--- src/rtl/ssmk_pkg.sv ---
package ssmk_pkg;

    localparam int unsigned NUM_DIGITS     = 4;
    localparam int unsigned NUM_KEYS       = 4;
    localparam int unsigned HOLD_WIDTH_DEF = 16;
    localparam int unsigned SEG_W          = 8;
    localparam int unsigned LONG_W         = 16;
    localparam int unsigned RPT_W          = 8;
    localparam int unsigned PHASE_W        = $clog2(NUM_DIGITS + 1);

    localparam logic [SEG_W-1:0]   SEG_BLANK    = 8'hFF;
    localparam logic [LONG_W-1:0]  LONG_RESET   = 16'd100;
    localparam logic [RPT_W-1:0]   RPT_RESET    = 8'd20;
    localparam logic [PHASE_W-1:0] SCAN_PHASE   = PHASE_W'(NUM_DIGITS);

    typedef enum logic {
        REG_LONG_PRESS = 1'b0,
        REG_REPEAT_INT = 1'b1
    } t_reg_idx;

    typedef logic [NUM_DIGITS-1:0][SEG_W-1:0] t_pats;

    typedef struct packed {
        logic [NUM_DIGITS-1:0] sel;
        logic [SEG_W-1:0]      seg;
        logic                  oe;
        logic                  scan;
    } t_disp;

    typedef struct packed {
        logic [NUM_KEYS-1:0] status;
        logic [NUM_KEYS-1:0] push;
        logic [NUM_KEYS-1:0] rls;
        logic [NUM_KEYS-1:0] click;
        logic [NUM_KEYS-1:0] lng;
        logic [NUM_KEYS-1:0] rpt;
    } t_keys;

endpackage

--- src/rtl/ssmk_disp.sv ---
module ssmk_disp (
    input  logic           i_clk,
    input  logic           i_rst_n,
    input  logic           i_step,
    input  ssmk_pkg::t_pats i_pats,
    output ssmk_pkg::t_disp o_disp
);
    import ssmk_pkg::*;

    logic [PHASE_W-1:0] r_phase;
    logic [PHASE_W-1:0] n_phase;
    logic [PHASE_W-1:0] eff_phase;
    logic               all_blank;

    always_comb begin
        all_blank = 1'b1;
        for (int d = 0; d < NUM_DIGITS; d++) begin
            if (i_pats[d] != SEG_BLANK) begin
                all_blank = 1'b0;
            end
        end
    end

    always_comb begin
        eff_phase = (all_blank || r_phase > SCAN_PHASE) ? SCAN_PHASE : r_phase;
        o_disp.sel  = '0;
        o_disp.seg  = SEG_BLANK;
        o_disp.oe   = 1'b0;
        o_disp.scan = 1'b1;
        n_phase     = '0;
        if (eff_phase < SCAN_PHASE) begin
            o_disp.sel[eff_phase[$clog2(NUM_DIGITS > 1 ? NUM_DIGITS : 2)-1:0]] = 1'b1;
            o_disp.seg  = i_pats[eff_phase[$clog2(NUM_DIGITS > 1 ? NUM_DIGITS : 2)-1:0]];
            o_disp.oe   = 1'b1;
            o_disp.scan = 1'b0;
            n_phase     = eff_phase + 1'b1;
        end
    end

    always_ff @(posedge i_clk) begin
        if (!i_rst_n) begin
            r_phase <= '0;
        end else if (i_step) begin
            r_phase <= n_phase;
        end
    end

endmodule

--- src/rtl/ssmk_keys.sv ---
module ssmk_keys #(
    parameter int unsigned HOLD_WIDTH = ssmk_pkg::HOLD_WIDTH_DEF
) (
    input  logic                            i_clk,
    input  logic                            i_rst_n,
    input  logic                            i_step,
    input  logic                            i_scan,
    input  logic                            i_clear,
    input  logic [ssmk_pkg::NUM_KEYS-1:0]   i_sample,
    input  logic [ssmk_pkg::NUM_KEYS-1:0]   i_push_ack,
    input  logic [ssmk_pkg::NUM_KEYS-1:0]   i_release_ack,
    input  logic [ssmk_pkg::LONG_W-1:0]     i_long_press,
    input  logic [ssmk_pkg::RPT_W-1:0]      i_repeat_int,
    output ssmk_pkg::t_keys                 o_keys
);
    import ssmk_pkg::*;

    localparam int unsigned CMP_W = (HOLD_WIDTH > LONG_W) ? HOLD_WIDTH : LONG_W;
    localparam logic [HOLD_WIDTH-1:0] HOLD_MAX = '1;
    localparam t_keys KEYS_RST = t_keys'({{NUM_KEYS{1'b1}}, {(5 * NUM_KEYS){1'b0}}});

    t_keys                 r_keys;
    t_keys                 n_keys;
    logic [NUM_KEYS-1:0]   r_prev;
    logic [NUM_KEYS-1:0]   n_prev;
    logic [HOLD_WIDTH-1:0] r_hold [NUM_KEYS];
    logic [HOLD_WIDTH-1:0] n_hold [NUM_KEYS];
    logic [RPT_W-1:0]      r_rcnt [NUM_KEYS];
    logic [RPT_W-1:0]      n_rcnt [NUM_KEYS];

    always_comb begin
        logic [NUM_KEYS-1:0]   push_e;
        logic [NUM_KEYS-1:0]   rls_e;
        logic [CMP_W-1:0]      long_x;
        logic [CMP_W-1:0]      hold_x;
        logic [HOLD_WIDTH-1:0] h;
        logic [RPT_W-1:0]      rc;

        n_keys = r_keys;
        n_prev = r_prev;
        for (int k = 0; k < NUM_KEYS; k++) begin
            n_hold[k] = r_hold[k];
            n_rcnt[k] = r_rcnt[k];
        end
        long_x = CMP_W'(i_long_press);
        hold_x = '0;
        h      = '0;
        rc     = '0;
        push_e = '0;
        rls_e  = '0;

        if (i_clear) begin
            n_keys.status = '1;
            n_prev        = '1;
            n_keys.click  = '0;
            n_keys.lng    = '0;
            n_keys.rpt    = '0;
        end
        n_keys.push = n_keys.push & ~i_push_ack;
        n_keys.rls  = n_keys.rls & ~i_release_ack;

        if (i_scan) begin
            push_e        = ~i_sample & n_prev;
            rls_e         = i_sample & ~n_prev;
            n_keys.status = i_sample;
            n_prev        = i_sample;
            n_keys.push   = n_keys.push | push_e;
            n_keys.rls    = n_keys.rls | rls_e;
            for (int k = 0; k < NUM_KEYS; k++) begin
                hold_x = CMP_W'(r_hold[k]);
                if (rls_e[k] && hold_x < long_x) begin
                    n_keys.click[k] = 1'b1;
                end
                if (!i_sample[k]) begin
                    h = (r_hold[k] < HOLD_MAX) ? r_hold[k] + 1'b1 : r_hold[k];
                    n_hold[k] = h;
                    hold_x = CMP_W'(h);
                    if (hold_x == long_x) begin
                        n_keys.lng[k] = 1'b1;
                        n_rcnt[k]     = '0;
                    end else if (hold_x > long_x) begin
                        rc = r_rcnt[k] + 1'b1;
                        if (rc >= i_repeat_int) begin
                            rc            = '0;
                            n_keys.rpt[k] = 1'b1;
                        end
                        n_rcnt[k] = rc;
                    end
                end else begin
                    n_hold[k] = '0;
                    n_rcnt[k] = '0;
                end
            end
        end
    end

    assign o_keys = n_keys;

    always_ff @(posedge i_clk) begin
        if (!i_rst_n) begin
            r_keys <= KEYS_RST;
            r_prev <= '1;
            for (int k = 0; k < NUM_KEYS; k++) begin
                r_hold[k] <= '0;
                r_rcnt[k] <= '0;
            end
        end else if (i_step) begin
            r_keys <= n_keys;
            r_prev <= n_prev;
            for (int k = 0; k < NUM_KEYS; k++) begin
                r_hold[k] <= n_hold[k];
                r_rcnt[k] <= n_rcnt[k];
            end
        end
    end

endmodule

--- src/rtl/seven_segment_mux_key_scanner.sv ---
// Multiplexed seven-segment display driver with four-key scanner.
// Input channel (i_in_valid / o_in_stall): one request per 1 ms tick, carrying
// the key levels, four digit patterns, clear-all, push/release acks and a
// wait load. Output channel (o_out_valid / i_out_stall): one result per
// request with the digit select, segment drive and enable, key status, the
// five sticky flag sets, wait busy and the tick count.
// The block cycles four digit phases and one key scan phase; if all four
// patterns are blank every tick scans keys.
// A request passes an input register, then one pass of logic that updates the
// state and loads the output register. Throughput is one request per clock
// while the receiver does not stall; the input and output registers decouple
// the two sides. When the receiver stalls, the output holds and the input
// register fills if empty; o_in_stall then stays high until the output drains.
// Reset (synchronous, i_rst_n low) clears phase, hold and repeat counts, flags,
// wait and tick counters, sets key status to all released and restores the
// long press threshold to 100 scans and the repeat interval to 20 scans.
// Config registers over APB: 0x0 long press scans, 0x4 repeat interval.
module seven_segment_mux_key_scanner #(
    parameter int unsigned HOLD_WIDTH = ssmk_pkg::HOLD_WIDTH_DEF
) (
    input  logic        i_clk,
    input  logic        i_rst_n,

    input  logic        i_in_valid,
    output logic        o_in_stall,
    input  logic [3:0]  i_key_sample,
    input  logic [7:0]  i_digit0_pattern,
    input  logic [7:0]  i_digit1_pattern,
    input  logic [7:0]  i_digit2_pattern,
    input  logic [7:0]  i_digit3_pattern,
    input  logic        i_clear_all,
    input  logic [3:0]  i_push_ack,
    input  logic [3:0]  i_release_ack,
    input  logic        i_wait_load,
    input  logic [15:0] i_wait_value,

    output logic        o_out_valid,
    input  logic        i_out_stall,
    output logic [3:0]  o_digit_select,
    output logic [7:0]  o_segment_drive,
    output logic        o_segment_output_enable,
    output logic [3:0]  o_key_status,
    output logic [3:0]  o_push_flags,
    output logic [3:0]  o_release_flags,
    output logic [3:0]  o_click_flags,
    output logic [3:0]  o_long_flags,
    output logic [3:0]  o_repeat_flags,
    output logic        o_wait_busy,
    output logic [31:0] o_tick_count,

    input  logic        psel,
    input  logic        penable,
    input  logic        pwrite,
    input  logic [2:0]  paddr,
    input  logic [31:0] pwdata,
    output logic [31:0] prdata,
    output logic        pready
);
    import ssmk_pkg::*;

    // input register
    logic                r_in_valid;
    logic [3:0]          r_keys_in;
    t_pats               r_pats;
    logic                r_clear;
    logic [3:0]          r_pack;
    logic [3:0]          r_rack;
    logic                r_wload;
    logic [15:0]         r_wval;

    // config
    logic [LONG_W-1:0]   r_long_press;
    logic [RPT_W-1:0]    r_repeat_int;
    t_reg_idx            reg_sel;

    // counters
    logic [15:0]         r_wait;
    logic [15:0]         n_wait;
    logic [31:0]         r_ticks;
    logic [31:0]         n_ticks;

    // output register
    logic                r_out_valid;
    t_disp               r_disp;
    t_keys               r_keys_out;
    logic                r_busy;
    logic [31:0]         r_tick_out;

    logic                accept;
    logic                advance;
    t_disp               disp;
    t_keys               keys;

    assign advance    = r_in_valid && (!r_out_valid || !i_out_stall);
    assign o_in_stall = r_in_valid && !advance;
    assign accept     = i_in_valid && !o_in_stall;

    always_ff @(posedge i_clk) begin
        if (!i_rst_n) begin
            r_in_valid <= 1'b0;
        end else if (accept) begin
            r_in_valid <= 1'b1;
        end else if (advance) begin
            r_in_valid <= 1'b0;
        end
    end

    always_ff @(posedge i_clk) begin
        if (accept) begin
            r_keys_in <= i_key_sample;
            r_pats    <= {i_digit3_pattern, i_digit2_pattern,
                          i_digit1_pattern, i_digit0_pattern};
            r_clear   <= i_clear_all;
            r_pack    <= i_push_ack;
            r_rack    <= i_release_ack;
            r_wload   <= i_wait_load;
            r_wval    <= i_wait_value;
        end
    end

    // APB registers
    assign pready  = 1'b1;
    assign reg_sel = t_reg_idx'(paddr[2]);

    always_comb begin
        unique case (reg_sel)
            REG_LONG_PRESS: prdata = 32'(r_long_press);
            REG_REPEAT_INT: prdata = 32'(r_repeat_int);
            default:        prdata = '0;
        endcase
    end

    always_ff @(posedge i_clk) begin
        if (!i_rst_n) begin
            r_long_press <= LONG_RESET;
            r_repeat_int <= RPT_RESET;
        end else if (psel && penable && pwrite && pready) begin
            unique case (reg_sel)
                REG_LONG_PRESS: r_long_press <= pwdata[LONG_W-1:0];
                REG_REPEAT_INT: r_repeat_int <= pwdata[RPT_W-1:0];
                default: ;
            endcase
        end
    end

    ssmk_disp u_disp (
        .i_clk   (i_clk),
        .i_rst_n (i_rst_n),
        .i_step  (advance),
        .i_pats  (r_pats),
        .o_disp  (disp)
    );

    ssmk_keys #(
        .HOLD_WIDTH (HOLD_WIDTH)
    ) u_keys (
        .i_clk         (i_clk),
        .i_rst_n       (i_rst_n),
        .i_step        (advance),
        .i_scan        (disp.scan),
        .i_clear       (r_clear),
        .i_sample      (r_keys_in),
        .i_push_ack    (r_pack),
        .i_release_ack (r_rack),
        .i_long_press  (r_long_press),
        .i_repeat_int  (r_repeat_int),
        .o_keys        (keys)
    );

    // wait countdown: load first, then one decrement in the same tick
    always_comb begin
        n_wait  = r_wload ? r_wval : r_wait;
        n_wait  = (n_wait != '0) ? n_wait - 1'b1 : n_wait;
        n_ticks = r_ticks + 1'b1;
    end

    always_ff @(posedge i_clk) begin
        if (!i_rst_n) begin
            r_wait  <= '0;
            r_ticks <= '0;
        end else if (advance) begin
            r_wait  <= n_wait;
            r_ticks <= n_ticks;
        end
    end

    always_ff @(posedge i_clk) begin
        if (!i_rst_n) begin
            r_out_valid <= 1'b0;
        end else if (advance) begin
            r_out_valid <= 1'b1;
        end else if (!i_out_stall) begin
            r_out_valid <= 1'b0;
        end
    end

    always_ff @(posedge i_clk) begin
        if (advance) begin
            r_disp     <= disp;
            r_keys_out <= keys;
            r_busy     <= (n_wait != '0);
            r_tick_out <= n_ticks;
        end
    end

    assign o_out_valid             = r_out_valid;
    assign o_digit_select          = r_disp.sel;
    assign o_segment_drive         = r_disp.seg;
    assign o_segment_output_enable = r_disp.oe;
    assign o_key_status            = r_keys_out.status;
    assign o_push_flags            = r_keys_out.push;
    assign o_release_flags         = r_keys_out.rls;
    assign o_click_flags           = r_keys_out.click;
    assign o_long_flags            = r_keys_out.lng;
    assign o_repeat_flags          = r_keys_out.rpt;
    assign o_wait_busy             = r_busy;
    assign o_tick_count            = r_tick_out;

endmodule
--- config.mk ---
export PLATFORM = sky130hd
export DESIGN_NAME = seven_segment_mux_key_scanner
export DESIGN_NICKNAME = d
export VERILOG_FILES = /design/src/rtl/ssmk_pkg.sv /design/src/rtl/ssmk_disp.sv /design/src/rtl/ssmk_keys.sv /design/src/rtl/seven_segment_mux_key_scanner.sv
export SDC_FILE = /design/constraint.sdc
export NUM_CORES = 1
export LEC_CHECK = 0
export BUFFER_PORTS_ARGS = -buffer_cell sky130_fd_sc_hd__buf_2
export CORE_MARGIN = 8
export CORE_UTILIZATION = 60
export DETAILED_ROUTE_END_ITERATION = 16
export HOLD_SLACK_MARGIN = 0.05
export PLACE_DENSITY_LB_ADDON = 0.05
export SYNTH_ARGS = -nofsm -noshare
export SYNTH_HDL_FRONTEND = slang
export SYNTH_SLANG_ARGS = --single-unit
--- constraint.sdc ---
create_clock -name i_clk -period 6.1 [get_ports i_clk]
set_input_delay 1.22 -clock i_clk [delete_from_list [all_inputs] [get_ports i_clk]]
set_output_delay 1.22 -clock i_clk [all_outputs]
set_load 0.01 [all_outputs]
* After elaboration in Yosys (flattened, before gate mapping)
Memories as Yosys holds them, arrays and structs flattened.
Index checks and enable logic that the tools add are counted.
** Word-level totals
- Register bits :: 237
- Bits in latches :: 0
- Memory bits (writable) :: 96
- Bits in read-only memories :: 0
- Input bits :: 104
- Output and inout bits :: 105
- Logic and storage cells :: 206
- Memories :: 2
** Cells by class
- Add/sub/neg operators :: 11
- $mul :: 0
- Divide/modulo/power cells :: 0
- Magnitude comparators :: 20
- Eq/ne operators :: 9
- Shifts and indexed selects :: 0
- Mux-type cells :: 89
- Bitwise gates (word level) :: 19
- Reduce and logical (&&, ||, !) cells :: 21
** Memory list
- u_keys.r_hold :: depth 4, bits a word 16, rd ports 4, clocked after Yosys merged registers in 0, write ports 4, line ssmk_keys.sv:26 : logic [HOLD_WIDTH-1:0] r_hold [NUM_KEYS];
- u_keys.r_rcnt :: depth 4, bits a word 8, rd ports 4, clocked after Yosys merged registers in 0, write ports 4, line ssmk_keys.sv:28 : logic [RPT_W-1:0] r_rcnt [NUM_KEYS];
** Operators with widths (number)
- two-way mux 16 bit :: 14
- two-way mux 8 bit :: 21
- adder 16 x 1 -> 16 bit (second input constant) :: 4
- equality test 16 bit :: 4
- > comparator 16 bit :: 4
- < comparator 16 bit :: 4
- < comparator 16 bit (second input constant) :: 4
- two-way mux 64 bit :: 1
- one-hot mux 32 bit (2 select lines) :: 1
- two-way mux 1 bit :: 41
- adder 32 x 1 -> 32 bit (second input constant) :: 1
- adder 8 x 1 -> 8 bit (second input constant) :: 4
- greater-or-equal comparator 8 bit :: 4
- two-way mux 32 bit :: 1
- != test 8 bit (second input constant) :: 4
- nonzero test 16 bit :: 2
- two-way mux 24 bit :: 1
- AND 4 bit :: 4
- binary-select mux 8 bit (select 2 bit) :: 1
- inverter 4 bit :: 4
- subtractor 16 x 1 -> 16 bit (second input constant) :: 1
- two-way mux 12 bit :: 1
- two-way mux 4 bit :: 3
- logical AND 1 bit :: 10
- other kinds (16) :: 30

* Depth between registers and ports, before layout
Gate-level depths: netlist of the first run.
- Depth after elaboration :: 11
- Mapped depth :: 15
- Depth with buffers taken out :: 15

* By module
A second synthesis of the first run with hierarchy kept.
** Unflattened totals
- Cell total of the unflattened synthesis :: 1822
- Area, all modules :: 19324.8 µm²
** Modules (own cells, without submodules)
- ssmk_keys :: times used 1, cells an instance 1081, area each 10302.4 µm², seq. area each 3443.3 µm²
- seven_segment_mux_key_scanner :: times used 1, cells an instance 687, area each 8436.8 µm², seq. area each 5445.2 µm²
- ssmk_disp :: times used 1, cells an instance 54, area each 585.6 µm², seq. area each 60.1 µm²

* Worst setup path before layout of the first run
No wires, ideal clock.
- Path type :: input-to-reg
- From :: input port i_out_stall
- To :: register r_clear, enable pin
- Setup time :: 489 ps
- Arrival :: 4220 ps
- Required time :: 5611 ps
- Slack :: 1391 ps
- Cell stages on the path :: 2
- Buffers on the path :: 0
- Cell sequence :: and3_1 -> nor2b_1
** Between the ends
- Longest elaborated chain between the ends :: 7
** Ends and longest elaborated chain
- start: declaration :: line seven_segment_mux_key_scanner.sv:38 : input logic i_out_stall,
- logical NOT 1 bit
- logical OR 1 bit :: line seven_segment_mux_key_scanner.sv:94 : assign advance = r_in_valid && (!r_out_valid || !i_out_stall);
- logical AND 1 bit :: line seven_segment_mux_key_scanner.sv:94
- logical NOT 1 bit :: line seven_segment_mux_key_scanner.sv:95 : assign o_in_stall = r_in_valid && !advance;
- logical AND 1 bit :: line seven_segment_mux_key_scanner.sv:95
- logical NOT 1 bit :: line seven_segment_mux_key_scanner.sv:96 : assign accept = i_in_valid && !o_in_stall;
- logical AND 1 bit :: line seven_segment_mux_key_scanner.sv:96
- named net accept :: line seven_segment_mux_key_scanner.sv:89 : logic accept;
- end signal: assignment :: line seven_segment_mux_key_scanner.sv:113 : r_clear <= i_clear_all;
- end: declaration :: line seven_segment_mux_key_scanner.sv:65 : logic r_clear;
The timed path passes the listed nets, and every way through them passes these cells.
A chain may end at the register's enable or synchronous reset.

==> results of run 1 <==
-- path summary, 6_finish.rpt --
path | endpoint | slack (ns) | depth (start not counted)
hold / removal | r_long_press[1]$_SDFFE_PN0P_ | 0.46 | 2
hold reg to reg | r_long_press[1]$_SDFFE_PN0P_ | 0.46 | 2
setup / recovery | u_keys.r_rcnt[0][6]$_SDFFCE_PP0P_ | 2.01 | 13
setup reg to reg | u_keys.r_rcnt[0][6]$_SDFFCE_PP0P_ | 2.01 | 13
-- cells by family (layout without fill, tap and decap cells) --
kind of cell	count (synthesis)	count (layout)	synth area share
XOR/XNOR	129	129	0.0604
buffers and inverters	121	304	0.0288
AO/OA/AOI/OAI	308	308	0.104
adder cells (fa/ha/maj)	171	171	0.114
AND/OR/NAND/NOR	709	709	0.193
flip-flops	333	333	0.476
other	2	17	0.000399
multiplexers	34	34	0.0239
-- power breakdown --
group | switching [mW] | internal, mW | total [mW]
logic | 0.293 | 0.199 | 0.492
clock network | 0.883 | 1.33 | 2.21
registers | 0.0731 | 2.51 | 2.58
total | 1.25 | 4.03 | 5.28
-- layout make-up --
class | instances | share of cell area
well taps | 402 | 0.0237
clock inverters | 11 | 0.00638
inverters | 53 | 0.00950
flip-flops and latches | 333 | 0.422
repair buffers | 184 | 0.0447
multi-input cells | 1368 | 0.444
clock buffers | 56 | 0.0499
-- registers in the layout, summed over array words and instances (netlist names), 8 cells and up --
name / count
r_repeat_int: 8
u_keys.r_hold: 64
r_wait: 16
r_wval: 16
r_pats: 32
u_keys.r_rcnt: 32
o_tick_count: 32
o_segment_drive: 8
u_keys.r_keys: 24
r_long_press: 16
r_ticks: 32
-- Yosys cell counts, drive strengths merged, types with 5 or more instances --
cell type	n	area, µm²
clkbuf	40	151
a21oi	88	440
nand2b	36	225
edfxtp	228	6850
nor3b	7	57.6
xnor2	70	613
a2111oi	5	50.0
a21o	44	330
a31oi	8	50.1
nor3	38	190
nor2	140	526
buf	28	191
xor2	59	524
and4	8	70.1
o21ai	61	305
nor2b	37	231
ha	171	2140
o22ai	19	119
and3	28	175
mux4	8	180
o41ai	6	60.1
inv	53	199
nand4	55	350
or2	6	37.5
o31ai	13	97.6
a211oi	7	52.6
nor4	14	103
dfxtp	105	2100
mux2i	18	180
nand2	166	623
o211ai	13	97.6
o21a	24	180
or3	18	113
and2	77	482
nand3	65	325
mux2	8	90.1
-- routing by layer --
layer / up-vias / wire length, µm / global-route usage / share of wire
met5: - / 0 / 0 / 0
met4: 0 / 1210 / 0.0778 / 0.026
met3: 75 / 2690 / 0.0435 / 0.058
met2: 387 / 22700 / 0.430 / 0.49
met1: 6763 / 19600 / 0.312 / 0.42
li1: 6910 / - / - / -
-- critical path, stage by stage (launching register included) --
cell,delay [ns]
edfxtp_1,0.46
nand3_1,0.16
nor4_1,0.57
nand4_1,0.44
nand4_1,0.37
nor2_1,0.08
xor2_1,0.16
ha_1,0.31
a21o_1,0.12
a21o_1,0.10
a21oi_1,0.08
o21a_1,0.19
o211ai_1,0.28
o21a_1,0.42
==> results.md, run 1 <==
* Die Y-Extent at 193 µm
* Post-synth ARST share at 0
* Synth Warn # at 0
* Worst slack at placement at about 1.9 ns
* Most common cell after layout, fill and taps aside: edfxtp_1
* Ys flop type: edfxtp_1
* Number of max-cap violations at 0
* CTS tree: done
* Syn Area/Cell at 10.4 µm²
* Initial antenna violation count at 1
* Register area share after synthesis at 0.476
* Outcome: complete, no violations
* Routability Congestion at 0.895
* Hold Crit Start: r_long_press[1]$_SDFFE_PN0P_
* FILL cells at ~2,500
* Routed WL at roughly 46,000 µm
* GR Util All Layers at 0.248
* Largest net degree at the start of global routing at 65
* Max-Slew Margin vs Limit at 0.267
* # rows at between 60 and 70
* Power, Total at 5.28 mW
* Final Hold Fails at 0
* DP HPWL at 33,200 µm
* Tightest Pin Transition at 1.10 ns
* Hold_buf cts at 0
* N_diodes at 0
* 1st-iter DRT viols at 893
* Sink Count at 333
* Mapped cell area at 18,800 µm²
* Final Setup Violations at 0
* Critical Path Source Type: flip-flop
* Synth Register Bits at 333
* Die ar. at 37,300 µm²
* Core area at 31,200 µm²
* CTS H-Tree Depth at 2
* Post_cts resized at 0
* Area growth from synthesis to layout at 12.6%
* Fin util at 0.679
* Worst-Skew Late Latency at 0.52 ns
* Final hold slack at about 0.46 ns
* Pleak at 8.39 nW
* Commonest cells after routing, fill and taps aside: edfxtp_1, buf_2, ha_1, nand2_1, nor2_1
* Number of I/O pins at 209
* Critical path arrival at 4.27 ns
* Dpl cells at 2,340
* Setup repair bufs after CTS at 0
* Vias in the first global route at 14,100
* Count of unique library cells instantiated by Yosys at 71
* Multi-input gate area at between 9000 and 10,000 µm²
* Proportion of layout cells with a drive suffix above 1 at 0.134
* Vias per cell at 5.87
* Fmax at 244 MHz
* Final period utilization at 0.671
* First-pass GRT wire length at 73,300 µm
* Largest fanout on the critical path at 8
* Unrepaired setup endpoints after global routing: no
* Clock-pin slew on the worst setup and hold paths at 0.06 ns
* PwrDens at 249 nW/µm²
* Hold WC Path Type: reg2reg
* IO buf count at 173
* Finished Cell Area at 21,200 µm²
* Post-route setup slack at around 2 ns
* Layout Nets at 2,252
* Die width at just under 200 µm
* Total gr overflow at 0
* Cells after Synth at around 1,800
* Required time worst endpoint at 6.27 ns
* Drt drc at 0
* Initial core utilization at 0.603
* Kind of critical path: reg2reg
* Fin crit period at 4.09 ns
* Final setup TNS at 0 ns
* Final Max Slew Viols at 0
* Routed WL per cell at 19.2 µm
* IR drop worst, VDD at 0.000229 V
* Fin cells at around 2,400
* CTS Buffer Depth at 3
* Clk root buf: clkbuf_16
* DRT Pass-1 Iters at 5
* Via count at 14,100
* Critical path endpoint category: flip-flop
* Critical Path Start: u_keys.r_hold[0][3]$_SDFFCE_PN0P_
* Clk_skew at 0.0178 ns
* Post-synth EDFFs at 228
* Post-DP Area at 20,000 µm²
* Storage cell area at approximately 8900 µm²
* Reg2reg start: u_keys.r_hold[0][3]$_SDFFCE_PN0P_
* Num CTS Buffers at 37
* Final ANT Viol Nets at 0
No activity file was read; power rests on OpenSTA's default activity.
==> inputs of run 2 (changes only) <==
- clock period: 6.1 -> 4.15 ns (I/O delays scaled with it)
==> results.md, run 2 (synthesis gave the netlist of run 1 again) <==
* Largest fanout on the critical path at 8 (unchanged)
* IO buf count at 173 (unchanged)
* Setup repair bufs after CTS at 0 (unchanged)
* Core area at 31,200 µm² (unchanged)
* GR Util All Layers at 0.247 (was 0.248)
* Proportion of layout cells with a drive suffix above 1 at 0.141 (was 0.134)
* Worst slack at placement at 0.569 ns (was 1.86 ns)
* Die Y-Extent at 193 µm (unchanged)
* Layout Nets at 2,262 (was 2,252)
* Clk_skew at 0.0159 ns (was 0.0178 ns)
* Number of max-cap violations at 0 (unchanged)
* Die ar. at 37,300 µm² (unchanged)
* Hold WC Path Type: reg2reg (unchanged)
* Reg2reg start: u_keys.r_hold[2][4]$_SDFFCE_PN0P_ (was u_keys.r_hold[0][3]$_SDFFCE_PN0P_)
* Final period utilization at 0.897 (was 0.671)
* Kind of critical path: reg2reg (unchanged)
* Routed WL per cell at 19.3 µm (was 19.2 µm)
* 1st-iter DRT viols at 917 (was 893)
* Num CTS Buffers at 37 (unchanged)
* Largest register by flop count: u_keys.r_hold (unchanged)
* Outcome: complete, no violations (unchanged)
* Commonest cells after routing, fill and taps aside: edfxtp_1, buf_2, ha_1, nand2_1, nor2_1 (unchanged)
* Final Setup Violations at 0 (unchanged)
* DRT Pass-1 Iters at 6 (was 5)
* Total gr overflow at 0 (unchanged)
* Largest net degree at the start of global routing at 69 (was 65)
* Routability Congestion at 0.894 (was 0.895)
* Critical Path Start: u_keys.r_hold[2][4]$_SDFFCE_PN0P_ (was u_keys.r_hold[0][3]$_SDFFCE_PN0P_)
* Die width at 193 µm (unchanged)
* Worst hold endpoint: r_long_press[3]$_SDFFE_PN0P_ (was r_long_press[1]$_SDFFE_PN0P_)
* DP HPWL at 33,600 µm (was 33,200 µm)
* Post-route setup slack at 0.426 ns (was 2.01 ns)
* FILL cells at 2,467 (was 2,463)
* Hold Crit Start: r_long_press[3]$_SDFFE_PN0P_ (was r_long_press[1]$_SDFFE_PN0P_)
* CTS H-Tree Depth at 2 (unchanged)
* Most common cell after layout, fill and taps aside: edfxtp_1 (unchanged)
* Storage cell area at 8950 µm² (unchanged)
* PwrDens at 371 nW/µm² (was 249 nW/µm²)
* Final Max Slew Viols at 0 (unchanged)
* Worst r2r path cells at 12 (was 13)
* Max reg flops at 64 (unchanged)
* CTS Buffer Depth at 3 (unchanged)
* First-pass GRT wire length at 73,600 µm (was 73,300 µm)
* Clk root buf: clkbuf_16 (unchanged)
* FF-to-FF End: u_keys.r_rcnt[2][0]$_SDFFCE_PP0P_ (was u_keys.r_rcnt[0][6]$_SDFFCE_PP0P_)
* Final ANT Viol Nets at 0 (unchanged)
* Post_cts resized at 0 (unchanged)
* Final Hold Fails at 0 (unchanged)
* Fin util at 0.684 (was 0.679)
* R2R setup slack at 0.43 ns (was 2.01 ns)
* Tightest Pin Transition at 0.853 ns (was 1.10 ns)
* Worst Hold Path Cells at 2 (unchanged)
* Via count at 14,300 (was 14,100)
* Power, Total at 7.93 mW (was 5.28 mW)
* Final setup TNS at 0 ns (unchanged)
* Area growth from synthesis to layout at 13.5% (was 12.6%)
* Routed WL at 46,600 µm (was 46,200 µm)
* Number of I/O pins at 209 (unchanged)
* Hold_buf cts at 0 (unchanged)
* Max-Slew Margin vs Limit at 0.430 (was 0.267)
* Required time worst endpoint at 4.34 ns (was 6.27 ns)
* Fin crit period at 3.72 ns (was 4.09 ns)
* Clock-pin slew on the worst setup and hold paths at 0.06 ns (about the same)
* CTS tree: done (unchanged)
* Critical Path Source Type: flip-flop (unchanged)
* Drt drc at 0 (unchanged)
* Critical path arrival at 3.92 ns (was 4.27 ns)
* Sink Count at 333 (unchanged)
* Multi-input gate area at 9400 µm² (unchanged)
* Vias in the first global route at 14,200 (was 14,100)
* Pleak at 8.48 nW (was 8.39 nW)
* # rows at 65 (unchanged)
* Worst-Skew Late Latency at 0.53 ns (was 0.52 ns)
* Initial antenna violation count at 2 (was 1)
* Initial core utilization at 0.603 (unchanged)
* Critical path endpoint category: flip-flop (unchanged)
* Vias per cell at 5.91 (was 5.87)
* IR drop worst, VDD at 0.000373 V (was 0.000229 V)
* Unrepaired setup endpoints after global routing: no (unchanged)
* Fmax at 269 MHz (was 244 MHz)
-- run 2: changes by cell type in the layout (fill, tap and decap cells not counted), sizes merged --
cell / before / now
bufinv: 3 / 4
clkinvlp: 0 / 1
buf: 184 / 194
clkbuf: 56 / 52
diode: 0 / 1
clkinv: 6 / 9
-- run 2: layer usage --
| metal | up-vias | track usage | part of all wire |
|---|---|---|---|
| li1 | 6933 | - | - |
| met1 | 6878 | 0.321 | 0.43 |
| met3 | 74 | 0.0379 | 0.060 |
| met4 | 2 | 0.0778 | 0.026 |
| met2 | 416 | 0.423 | 0.48 |
| met5 | - | 0 | 0.00028 |
-- run 2: cell type report --
| cell class | instances | share of cell area |
|---|---|---|
| antenna | 1 | 0.000117 |
| tap | 402 | 0.0236 |
| clock buffer | 52 | 0.0494 |
| clock inverter | 16 | 0.0102 |
| inverter | 53 | 0.00943 |
| multi-input combinational | 1368 | 0.440 |
| sequential | 333 | 0.419 |
| timing repair buffer | 194 | 0.0479 |
-- run 2: worst max-delay path by stage --
| stage | to | slack, ns | cells after the start |
|---|---|---|---|
| after detailed placement | u_keys.r_rcnt[3][1]$_SDFFCE_PP0P_ | 0.57 | 12 |
| final | u_keys.r_rcnt[2][0]$_SDFFCE_PP0P_ | 0.43 | 12 |
| after floorplan | o_click_flags[0]$_DFFE_PP_ | 0.25 | 5 |
| after global routing | u_keys.r_rcnt[2][7]$_SDFFCE_PP0P_ | 0.17 | 12 |
| after global placement | u_keys.r_rcnt[2][0]$_SDFFCE_PP0P_ | 0.59 | 12 |
| after CTS | u_keys.r_rcnt[2][0]$_SDFFCE_PP0P_ | 0.45 | 12 |
-- run 2: report_power, final --
group          switching, mW  total [mW]  internal, mW
logic                  0.431       0.729         0.298
clock network           1.36        3.41          2.05
registers              0.108        3.79          3.68
-- run 2: per-stage QoR --
stage	instance area, µm²	hold slack (ns)	cells
global placement	20100	0.435	2350
CTS	21300	0.455	2418
detailed placement	20100	0.445	2350
floorplan	18900	0.426	1822
finish	21400	0.456	2419
global route	21300	0.455	2418
-- run 2: critical path: stages, from the launching register on --
cell and delay [ns]:
edfxtp_1 0.48, and4_1 0.28, nand4_1 0.17, o21ai_0 0.43
nor2_1 0.13, and3_1 0.21, xor2_1 0.15, ha_1 0.31
nand4_1 0.17, nor3_1 0.36, o21ai_0 0.20, o211ai_1 0.15
o21a_1 0.36
